`config.mk`:
```
export PLATFORM = sky130hd
export DESIGN_NAME = key_hash_word_stream
export DESIGN_NICKNAME = d
export VERILOG_FILES = /design/src/hw/rtl/khws_pkg.sv /design/src/hw/rtl/key_hash_word_stream.sv /design/src/hw/rtl/khws_ctrl.sv /design/src/hw/rtl/khws_dp.sv
export VERILOG_INCLUDE_DIRS = /design/src /design/src/hw/rtl
export SDC_FILE = /design/constraint.sdc
export NUM_CORES = 1
export LEC_CHECK = 0
export BUFFER_PORTS_ARGS = -buffer_cell sky130_fd_sc_hd__buf_2
export CORE_ASPECT_RATIO = 1.4
export CORE_MARGIN = 2
export CORE_UTILIZATION = 30
export CTS_CLUSTER_SIZE = 12
export DETAILED_ROUTE_END_ITERATION = 10
export PLACE_DENSITY_LB_ADDON = 0.3
export REMOVE_ABC_BUFFERS = 1
export SLEW_MARGIN = 20
export SYNTH_ARGS = -nofsm -noshare
export SYNTH_HDL_FRONTEND = slang
export SYNTH_HIERARCHICAL = 1
export SYNTH_SLANG_ARGS = --single-unit
```
`constraint.sdc`:
```
create_clock -name aclk -period 16.06 [get_ports aclk]
set_input_delay 1.606 -clock aclk [delete_from_list [all_inputs] [get_ports aclk]]
set_output_delay 1.606 -clock aclk [all_outputs]
set_load 0.01 [all_outputs]
```
`src/hw/rtl/key_hash_word_stream_defines.svh`:
```
// ----------------------------------------------------------------------------
// Key hash word stream: assertion macros
// Shared concurrent assertion forms, clocked by aclk, disabled during reset.
// ----------------------------------------------------------------------------
`ifndef KEY_HASH_WORD_STREAM_DEFINES_SVH
`define KEY_HASH_WORD_STREAM_DEFINES_SVH

// Consequent must hold in the same cycle as the antecedent.
`define KHWS_ASSERT_SAME(label, ante, cons) \
    label: assert property (@(posedge aclk) disable iff (!aresetn) (ante) |-> (cons)) \
        else $error("key hash word stream: same-cycle check failed");

// Consequent must hold in the cycle after the antecedent.
`define KHWS_ASSERT_NEXT(label, ante, cons) \
    label: assert property (@(posedge aclk) disable iff (!aresetn) (ante) |=> (cons)) \
        else $error("key hash word stream: next-cycle check failed");

`endif

```
`src/hw/rtl/khws_pkg.sv`:
```
// ----------------------------------------------------------------------------
// Key hash word stream package
// Widths, hash constants and the command and status bundles shared by the
// controller and the datapath.
// ----------------------------------------------------------------------------
package khws_pkg;

    localparam int unsigned WORD_W    = 32;
    localparam int unsigned COUNT_W   = 3;
    localparam int unsigned IDX_W     = 2;
    localparam int unsigned S_TDATA_W = 72;   // 32 + 3 + 32 = 67, padded to bytes
    localparam int unsigned M_TDATA_W = 32;

    // Field positions inside s_tdata.
    localparam int unsigned WORD_LSB  = 0;
    localparam int unsigned COUNT_LSB = 32;
    localparam int unsigned KLEN_LSB  = 35;

    localparam logic [WORD_W-1:0]  MIX_MUL    = 32'hc2b2ae35;
    localparam logic [WORD_W-1:0]  FIN_MUL    = 32'h85ebca6b;
    localparam logic [COUNT_W-1:0] FULL_COUNT = 3'd4;

    // Controller to datapath.
    typedef struct packed {
        logic load_in;    // capture the input word and seed the running hash
        logic mul_mix;    // multiply (hash + lane) by the mixing constant
        logic rotate;     // write back the rotated product, advance the lane
        logic fin_one;    // first finalizer multiply
        logic fin_two;    // second finalizer multiply
        logic load_out;   // load the result register
    } khws_cmd_t;

    // Datapath to controller.
    typedef struct packed {
        logic in_no_mix;  // incoming word carries no bytes
        logic in_last;    // incoming word ends the key
        logic mix_done;   // the lane being mixed is the final one
        logic last;       // captured word ends the key
        logic out_free;   // result register can take a new value
    } khws_status_t;

endpackage

```
`src/hw/rtl/key_hash_word_stream.sv`:
```
// ----------------------------------------------------------------------------
// Key hash word stream
// Murmur-style 32-bit hash of a key delivered as little-endian 32-bit words.
//
//   Channel | Direction | tdata fields (low bit up)                 | tuser      | tlast
//   s_      | in        | data_word, byte_count, key_length, zeros  | first_item | last_item
//   m_      | out       | hash_value                                | -          | -
//
// One word at a time. A full word passes capture, multiply and rotate; a
// partial word is captured, then multiplied and rotated once per byte. A
// word that ends the key then runs the finalizer on the single shared 32-bit
// multiplier and its product register. The result register holds the hash
// until it is taken, and the block keeps accepting words meanwhile; only a
// second finalized hash waits for the first to leave. Reset is synchronous,
// active low, clears the running hash and needs no clearing pass.
// ----------------------------------------------------------------------------
`include "key_hash_word_stream_defines.svh"

module key_hash_word_stream (
    input  logic                           aclk,
    input  logic                           aresetn,
    input  logic                           s_tvalid,
    output logic                           s_tready,
    // data_word[31:0], byte_count[34:32], key_length[66:35], zero fill
    input  logic [khws_pkg::S_TDATA_W-1:0] s_tdata,
    input  logic                           s_tlast,
    // first_item
    input  logic                           s_tuser,
    output logic                           m_tvalid,
    input  logic                           m_tready,
    // hash_value[31:0]
    output logic [khws_pkg::M_TDATA_W-1:0] m_tdata
);
    import khws_pkg::*;

    khws_cmd_t    cmd;
    khws_status_t status;

    // Sequencer.
    khws_ctrl u_ctrl (
        .aclk     (aclk),
        .aresetn  (aresetn),
        .s_tvalid (s_tvalid),
        .s_tready (s_tready),
        .status   (status),
        .cmd      (cmd)
    );

    // Hash datapath.
    khws_dp u_dp (
        .aclk     (aclk),
        .aresetn  (aresetn),
        .s_tdata  (s_tdata),
        .s_tlast  (s_tlast),
        .s_tuser  (s_tuser),
        .cmd      (cmd),
        .status   (status),
        .m_tvalid (m_tvalid),
        .m_tready (m_tready),
        .m_tdata  (m_tdata)
    );

    // A finalized hash never overwrites one that is still waiting.
    `KHWS_ASSERT_SAME(a_no_overwrite, cmd.load_out, status.out_free)
    // A word that ends the key always keeps the input closed in the next cycle.
    `KHWS_ASSERT_NEXT(a_last_busy, s_tvalid && s_tready && s_tlast, !s_tready)
    // A new result appears only after the controller loaded it.
    `KHWS_ASSERT_SAME(a_out_source, $rose(m_tvalid), $past(cmd.load_out))

endmodule

```
`src/hw/rtl/khws_ctrl.sv`:
```
// ----------------------------------------------------------------------------
// Key hash word stream controller
// Sequences the capture, the mixing steps and the finalizer for one word.
// ----------------------------------------------------------------------------
module khws_ctrl (
    input  logic                  aclk,
    input  logic                  aresetn,
    input  logic                  s_tvalid,
    output logic                  s_tready,
    input  khws_pkg::khws_status_t status,
    output khws_pkg::khws_cmd_t    cmd
);
    import khws_pkg::*;

    localparam logic [2:0] ST_IDLE = 3'd0;
    localparam logic [2:0] ST_MUL  = 3'd1;
    localparam logic [2:0] ST_ROT  = 3'd2;
    localparam logic [2:0] ST_FIN1 = 3'd3;
    localparam logic [2:0] ST_FIN2 = 3'd4;
    localparam logic [2:0] ST_FIN3 = 3'd5;

    logic [2:0] state_reg;
    logic [2:0] state_next;

    // State register.
    always_ff @(posedge aclk) begin
        if (!aresetn) begin
            state_reg <= ST_IDLE;
        end else begin
            state_reg <= state_next;
        end
    end

    // Next state and commands.
    always_comb begin
        state_next = state_reg;
        cmd        = '0;
        s_tready   = 1'b0;
        case (state_reg)
            ST_IDLE: begin
                s_tready = 1'b1;
                if (s_tvalid) begin
                    cmd.load_in = 1'b1;
                    if (!status.in_no_mix) begin
                        state_next = ST_MUL;
                    end else if (status.in_last) begin
                        state_next = ST_FIN1;
                    end
                end
            end
            ST_MUL: begin
                cmd.mul_mix = 1'b1;
                state_next  = ST_ROT;
            end
            ST_ROT: begin
                cmd.rotate = 1'b1;
                if (!status.mix_done) begin
                    state_next = ST_MUL;
                end else if (status.last) begin
                    state_next = ST_FIN1;
                end else begin
                    state_next = ST_IDLE;
                end
            end
            ST_FIN1: begin
                cmd.fin_one = 1'b1;
                state_next  = ST_FIN2;
            end
            ST_FIN2: begin
                cmd.fin_two = 1'b1;
                state_next  = ST_FIN3;
            end
            ST_FIN3: begin
                // Wait here until the previous result has been taken.
                if (status.out_free) begin
                    cmd.load_out = 1'b1;
                    state_next   = ST_IDLE;
                end
            end
            default: begin
                state_next = ST_IDLE;
            end
        endcase
    end

endmodule

```
`src/hw/rtl/khws_dp.sv`:
```
// ----------------------------------------------------------------------------
// Key hash word stream datapath
// Running hash, captured word, one shared 32-bit multiplier and the result
// register.
// ----------------------------------------------------------------------------
module khws_dp (
    input  logic                              aclk,
    input  logic                              aresetn,
    input  logic [khws_pkg::S_TDATA_W-1:0]    s_tdata,
    input  logic                              s_tlast,
    input  logic                              s_tuser,
    input  khws_pkg::khws_cmd_t               cmd,
    output khws_pkg::khws_status_t            status,
    output logic                              m_tvalid,
    input  logic                              m_tready,
    output logic [khws_pkg::M_TDATA_W-1:0]    m_tdata
);
    import khws_pkg::*;

    logic [WORD_W-1:0]  in_word;
    logic [COUNT_W-1:0] in_count;
    logic [WORD_W-1:0]  in_klen;

    logic [WORD_W-1:0]  hash_reg;
    logic [WORD_W-1:0]  hash_next;
    logic [WORD_W-1:0]  word_reg;
    logic [COUNT_W-1:0] count_reg;
    logic               last_reg;
    logic [IDX_W-1:0]   idx_reg;
    logic [WORD_W-1:0]  prod_reg;
    logic [WORD_W-1:0]  out_reg;
    logic               out_valid_reg;

    logic               full_word;
    logic [WORD_W-1:0]  lane_val;
    logic [WORD_W-1:0]  mul_a;
    logic [WORD_W-1:0]  mul_b;
    logic [2*WORD_W-1:0] mul_full;
    logic [COUNT_W-1:0] idx_plus;

    // Unpack the input fields.
    assign in_word  = s_tdata[WORD_LSB  +: WORD_W];
    assign in_count = s_tdata[COUNT_LSB +: COUNT_W];
    assign in_klen  = s_tdata[KLEN_LSB  +: WORD_W];

    // Lane to be mixed: the whole word, or one byte of it.
    assign full_word = (count_reg == FULL_COUNT);
    assign lane_val  = full_word ? word_reg
                                 : {24'd0, word_reg[{idx_reg, 3'b000} +: 8]};
    assign idx_plus  = {1'b0, idx_reg} + 3'd1;

    // Shared multiplier operands.
    always_comb begin
        mul_a = hash_reg + lane_val;
        mul_b = MIX_MUL;
        if (cmd.fin_one) begin
            mul_a = hash_reg ^ (hash_reg >> 16);
            mul_b = FIN_MUL;
        end else if (cmd.fin_two) begin
            mul_a = prod_reg ^ (prod_reg >> 13);
            mul_b = MIX_MUL;
        end
    end

    assign mul_full = {{WORD_W{1'b0}}, mul_a} * {{WORD_W{1'b0}}, mul_b};

    // Running hash: seed on capture, rotate-left-13 write back after a mix.
    always_comb begin
        hash_next = hash_reg;
        if (cmd.load_in) begin
            hash_next = s_tuser ? in_klen : hash_reg;
        end else if (cmd.rotate) begin
            hash_next = {prod_reg[18:0], prod_reg[31:19]};
        end
    end

    // Control registers.
    always_ff @(posedge aclk) begin
        if (!aresetn) begin
            hash_reg      <= '0;
            out_valid_reg <= 1'b0;
        end else begin
            hash_reg <= hash_next;
            if (cmd.load_out) begin
                out_valid_reg <= 1'b1;
            end else if (m_tready) begin
                out_valid_reg <= 1'b0;
            end
        end
    end

    // Payload registers.
    always_ff @(posedge aclk) begin
        if (cmd.load_in) begin
            word_reg  <= in_word;
            count_reg <= (in_count >= FULL_COUNT) ? FULL_COUNT : in_count;
            last_reg  <= s_tlast;
            idx_reg   <= '0;
        end else if (cmd.rotate) begin
            idx_reg <= idx_plus[IDX_W-1:0];
        end
        if (cmd.mul_mix || cmd.fin_one || cmd.fin_two) begin
            prod_reg <= mul_full[WORD_W-1:0];
        end
        if (cmd.load_out) begin
            out_reg <= prod_reg ^ (prod_reg >> 16);
        end
    end

    // Status back to the controller.
    assign status.in_no_mix = (in_count == '0);
    assign status.in_last   = s_tlast;
    assign status.mix_done  = full_word || (idx_plus == count_reg);
    assign status.last      = last_reg;
    assign status.out_free  = !out_valid_reg || m_tready;

    assign m_tvalid = out_valid_reg;
    assign m_tdata  = out_reg;

endmodule
```
Word-level counts from Yosys, hierarchy flattened
Cells that the tools add are included.
Widths: inputs -> output; s select.

operators by class
  add/subtract/negate cells = 2
  multiply operators = 1
  magnitude comparators = 1
  equal/unequal tests = 11
  shift-type cells = 1
  muxes and demuxes = 25
  bitwise operators = 3
  reductions and logical operators = 11

operator list
  operator             count
  $mux 32              6
  $xor 32x16->32       2
  $add 32x32->32       1
  $mul 32x32->32       1
  $shiftx 32x6->8      1
  $xor 32x19->32       1
  $mux 31              1
  $pmux 3 s6           1
  $mux 3               4
  $mux 1               11
  $eq 3x3->1 const B   3
  $eq 3x2->1 const B   2
  $logic_not 3->1      2
  $ne 2x2->1 const B   3
  $logic_or 1x1->1     4
  $mux 2               2
  $reduce_bool 2->1    2
  $add 2x1->3 const B  1
  $eq 3x1->1 const B   1
  $eq 3x3->1           1
  $ge 3x3->1 const B   1
  $ne 3x3->1 const B   1
  $reduce_and 3->1     1
  $reduce_and 2->1     1
  $logic_not 1->1      1

word-level totals
  register bits after elaboration = 138
  word-level logic and storage cells = 64

Logic depth before layout (Yosys ltp)
  depth after elaboration = 6
  depth in mapped cells = 50
  gate-level depth less buffers = 48

Cells and area by module
Netlist, hierarchy kept.

modules (own cells, without submodules)
  module     times used  cells an instance  area each (um^2)  seq. area each (um^2)
  khws_dp    1           1986               19841.5           3703.6
  khws_ctrl  1           28                 220.2             60.1

Least setup slack after synthesis
OpenSTA, ideal clock, no wires.

  path kind = register to register
  from = reg u_dp.idx_reg[0]
  to = reg u_dp.prod_reg[31], data pin
  library setup time = 0.260 ns
  arrival time = 10.215 ns
  data required time = 15.800 ns
  path slack = 5.585 ns
  cell stages (with the launch flop) = 48
  path buffers = 3
  period minus slack after synthesis = 10.475 ns
  cells stage by stage = dfxtp_1 -> clkbuf_1 -> clkbuf_1 -> clkbuf_1 -> a31oi_1 -> o21ai_0 -> ha_1 -> inv_1 -> fa_1 -> nand2b_1 -> a21oi_1 -> o22ai_2 -> o31ai_2 -> a21o_1 -> and2_4 -> o21a_1 -> nor2_1 -> xnor2_1 -> [... 12 more ...] -> fa_1 -> inv_1 -> fa_1 -> inv_1 -> ha_1 -> a21o_1 -> a21o_1 -> a21oi_1 -> o21ai_0 -> nor3_1 -> o21bai_1 -> a21oi_1 -> nor2b_1 -> o21a_1 -> nor4_1 -> o41a_1 -> xnor2_1 -> xnor2_1

on the way
  cells in the longest elaborated chain, start to end = 6

RTL lines
  element                 line            text
  start, declared         khws_dp.sv:29   logic [IDX_W-1:0] idx_reg;
  start signal, assigned  khws_dp.sv:100  idx_reg <= idx_plus[IDX_W-1:0];
  $shiftx 32x6->8         khws_dp.sv:49   : {24'd0, word_reg[{idx_reg, 3'b000} +: 8]};
  $mux 32                 khws_dp.sv:48   assign lane_val = full_word ? word_reg
  $add 32x32->32          khws_dp.sv:54   mul_a = hash_reg + lane_val;
  $mux 32                 khws_dp.sv:59   end else if (cmd.fin_two) begin
  $mux 32                 khws_dp.sv:56   if (cmd.fin_one) begin
  $mul 32x32->32          khws_dp.sv:65   assign mul_full = {{WORD_W{1'b0}}, mul_a} * {{WORD_W{1'b0}}, mul_b};
  net u_dp.mul_full[31]   khws_dp.sv:38   logic [2*WORD_W-1:0] mul_full;
  end signal, assigned    khws_dp.sv:103  prod_reg <= mul_full[WORD_W-1:0];
  end, declared           khws_dp.sv:30   logic [WORD_W-1:0] prod_reg;

The timed path passes the listed nets, and every way through them passes these cells.
A chain may end at the register's enable or synchronous reset.

Worst setup path after layout
  from = reg u_dp.count_reg[2]
  to = reg u_dp.prod_reg[31], data pin

on the way
  cells in the longest elaborated chain, start to end = 6

RTL lines
  element                 line           text
  start, declared         khws_dp.sv:27  logic [COUNT_W-1:0] count_reg;
  start signal, assigned  khws_dp.sv:96  count_reg <= (in_count >= FULL_COUNT) ? FULL_COUNT : in_count;
  $eq 3x3->1              khws_dp.sv:47  assign full_word = (count_reg == FULL_COUNT);
  $mux 32                 khws_dp.sv:48
  $add 32x32->32          khws_dp.sv:54
  $mux 32                 khws_dp.sv:59
  $mux 32                 khws_dp.sv:56
  $mul 32x32->32          khws_dp.sv:65
  net u_dp.mul_full[31]   khws_dp.sv:38

The timed path passes the listed nets, and every way through them passes these cells.

==> summary.md <==
| Metric | Value |
|---|---|
| Ports | `112` |
| RSZ-0062 raised after global routing | `no` |
| CTS tree | `built` |
| Starting Density | `0.302` |
| Setup_tns | `0 ns` |
| ANT nets after route | `0` |
| Synth async-reset ratio | `0` |
| Worst Path Arrival | `12.63 ns` |
| Mean routed wirelength per cell | `21.3 um` |
| Crit path buf inv count | `7` |
| Clock Path Buffers | `2` |
| Final net count | `2717` |
| Detailed Place HPWL | `54600 um` |
| Family with the most delay on the worst path | `adder cells` |
| Mapped Cells | `2014` |
| Total vias in the final route | `14200` |
| Min Tclk post-route | `12.42 ns` |
| Total core area | `0.0664 mm^2` |
| Total iterations of the first detailed-routing run | `5` |
| Fin crit share | `0.773` |
| Critical Path Max Stage Delay | `0.58 ns` |
| Hold path cells | `1` |
| Routed vias/inst | `4.79` |
| # port buffers | `106` |
| H-tree levels | `4` |
| CTS Buf Count | `17` |
| DRT Wirelength | `63000 um` |
| Synth Cell Area | `0.0201 mm^2` |
| Clk sinks | `138` |
| WP depth | `47` |
| Ant. Diodes | `0` |
| Gr ovfl total | `0` |
| Most common cell after layout, fill and taps aside | `inv_1` |
| Status | `finished clean` |
| Reg clk slew, reported paths | `0.07 ns` |
| Layout cell share with drive strength beyond 1 | `0.0945` |
| Chip Width | `223 um` |
| Row count | `112` |
| Avg Inst Size Synth | `9.96 um^2` |
| Predominant post-synthesis flop cell | `edfxtp_1` |
| Yosys warns | `6` |
| Post-synthesis sequential area ratio | `0.188` |
| Clk_skew | `0.0168 ns` |
| Fmax achieved | `0.0805 GHz` |
| Largest net degree at the start of global routing | `65` |
| Drt initial violations | `707` |
| Max-cap violations | `0` |
| Area Overhead vs Synth | `10.5%` |
| Hold WC Path Type | `flip-flop to flip-flop` |
| RePlAce Congestion | `0.933` |
| Initial antenna violation count | `0` |
| Crit path top cell by count | `fa_1` |
| Slowest CP cell | `fa_1` |
| Worst slew pin tran | `0.978 ns` |
| Worst setup SP type | `flip-flop` |
| Critical path class | `flip-flop to flip-flop` |
| Post-cts hold buffer count | `0` |
| Final setup fails | `0` |
| Library cells used by synthesis | `79` |
| Slew headroom | `0.348` |
| Crit-path max FO | `9` |
| Drt drc | `0` |
| Most frequent cells in the layout | `482 x inv_1, 291 x fa_1, 256 x ha_1` |
| First-pass GRT wire length | `94300 um` |
| FF+latch count, synth | `138` |
| Vias in the first global route | `15500` |
| Setup bufs post-CTS | `0` |
| R2R depth | `47` |
| Worst skew pair latency | `0.46 ns` |
| Fin. max-slew vios | `0` |
| Critical Path RT | `16.28 ns` |
| Die height | `310 um` |
| Die area | `0.0690 mm^2` |
| Global Route Usage Sum | `0.188` |
| Critical path capture point type | `flip-flop` |
| Clk root buf | `clkbuf_16` |
| CTS resizes | `0` |
| Post-synth EDFFs | `100` |
| Fin. Hold Viols | `0` |
## layout make-up
cell class,instances,area [um^2]
Clock inverter,15,199
Tap cell,855,1070
Sequential cell,138,3760
Fill cell,6945,44200
Timing Repair Buffer,127,688
Inverter,484,1820
Multi-Input combinational cell,1324,14200
Clock buffer,17,425
## logic make-up (layout without fill, tap and decap cells)
logic type	count (synthesis)	count (layout)	share of synthesized area
AND/OR/NAND/NOR	332	332	0.0788
XOR/XNOR	144	144	0.0642
AO/OA/AOI/OAI	251	251	0.0896
adder cells (fa/ha/maj)	547	547	0.450
flip-flops	138	138	0.188
buffers and inverters	553	643	0.105
multiplexers	48	48	0.0246
other	1	2	0.000187
## synthesized netlist by cell type (all sizes together) (4+ instances only)
| cell type | count | area [um^2] |
|---|---|---|
| edfxtp | 100 | 3000 |
| and2 | 40 | 253 |
| a21oi | 54 | 278 |
| buf | 15 | 82.6 |
| o21bai | 10 | 75.1 |
| nand3 | 15 | 75.1 |
| a211oi | 4 | 30.0 |
| or2 | 5 | 31.3 |
| xor2 | 62 | 543 |
| o21ai | 49 | 245 |
| mux2 | 11 | 124 |
| xnor2 | 80 | 701 |
| nand2b | 13 | 81.3 |
| a31oi | 11 | 68.8 |
| nand2 | 139 | 529 |
| nor2b | 14 | 87.6 |
| o211ai | 13 | 97.6 |
| mux2i | 37 | 370 |
| or3 | 6 | 37.5 |
| ha | 256 | 3200 |
| o21a | 10 | 75.1 |
| clkbuf | 54 | 203 |
| nor3 | 15 | 75.1 |
| nand4 | 5 | 31.3 |
| a21o | 25 | 190 |
| a22oi | 10 | 80.1 |
| o211a | 32 | 320 |
| dfxtp | 38 | 761 |
| inv | 484 | 1820 |
| o31ai | 4 | 40.0 |
| nor2 | 60 | 228 |
| fa | 291 | 5830 |
| and3 | 8 | 51.3 |
## per-layer routing
| layer | wire [um] | vias up | global-route usage |
|---|---|---|---|
| met5 | 0 | - | 0 |
| met3 | 1640 | 143 | 0.0174 |
| met4 | 5160 | 0 | 0.138 |
| li1 | - | 6547 | - |
| met1 | 22300 | 7120 | 0.189 |
| met2 | 33900 | 354 | 0.359 |
## path summary, 6_finish.rpt
| path | startpoint | endpoint | slack, ns |
|---|---|---|---|
| setup / recovery | u_dp/count_reg[2]$_SDFFCE_PP1P_ | u_dp/prod_reg[31]$_DFFE_PP_ | 3.64 |
| hold / removal | u_dp/hash_reg[12]$_SDFFE_PN0P_ | u_dp/hash_reg[12]$_SDFFE_PN0P_ | 0.56 |
| setup reg to reg | u_dp/count_reg[2]$_SDFFCE_PP1P_ | u_dp/prod_reg[31]$_DFFE_PP_ | 3.64 |
| hold reg to reg | u_dp/hash_reg[12]$_SDFFE_PN0P_ | u_dp/hash_reg[12]$_SDFFE_PN0P_ | 0.56 |
## stage by stage
stage	cell area, um^2	hold slack (ns)	cells	setup slack [ns]	utilization
after floorplan	19800	0.518	1946	4.86	-
after global placement	21600	0.544	2928	3.88	0.324
after detailed placement	21600	0.546	2928	3.75	0.324
after CTS	22200	0.560	2960	3.73	0.334
after global routing	22200	0.589	2960	2.97	0.334
final	22200	0.557	2960	3.64	0.334
Power is not shown: default switching activity piles up to over one toggle a cycle in this logic, so the estimate is an artifact.
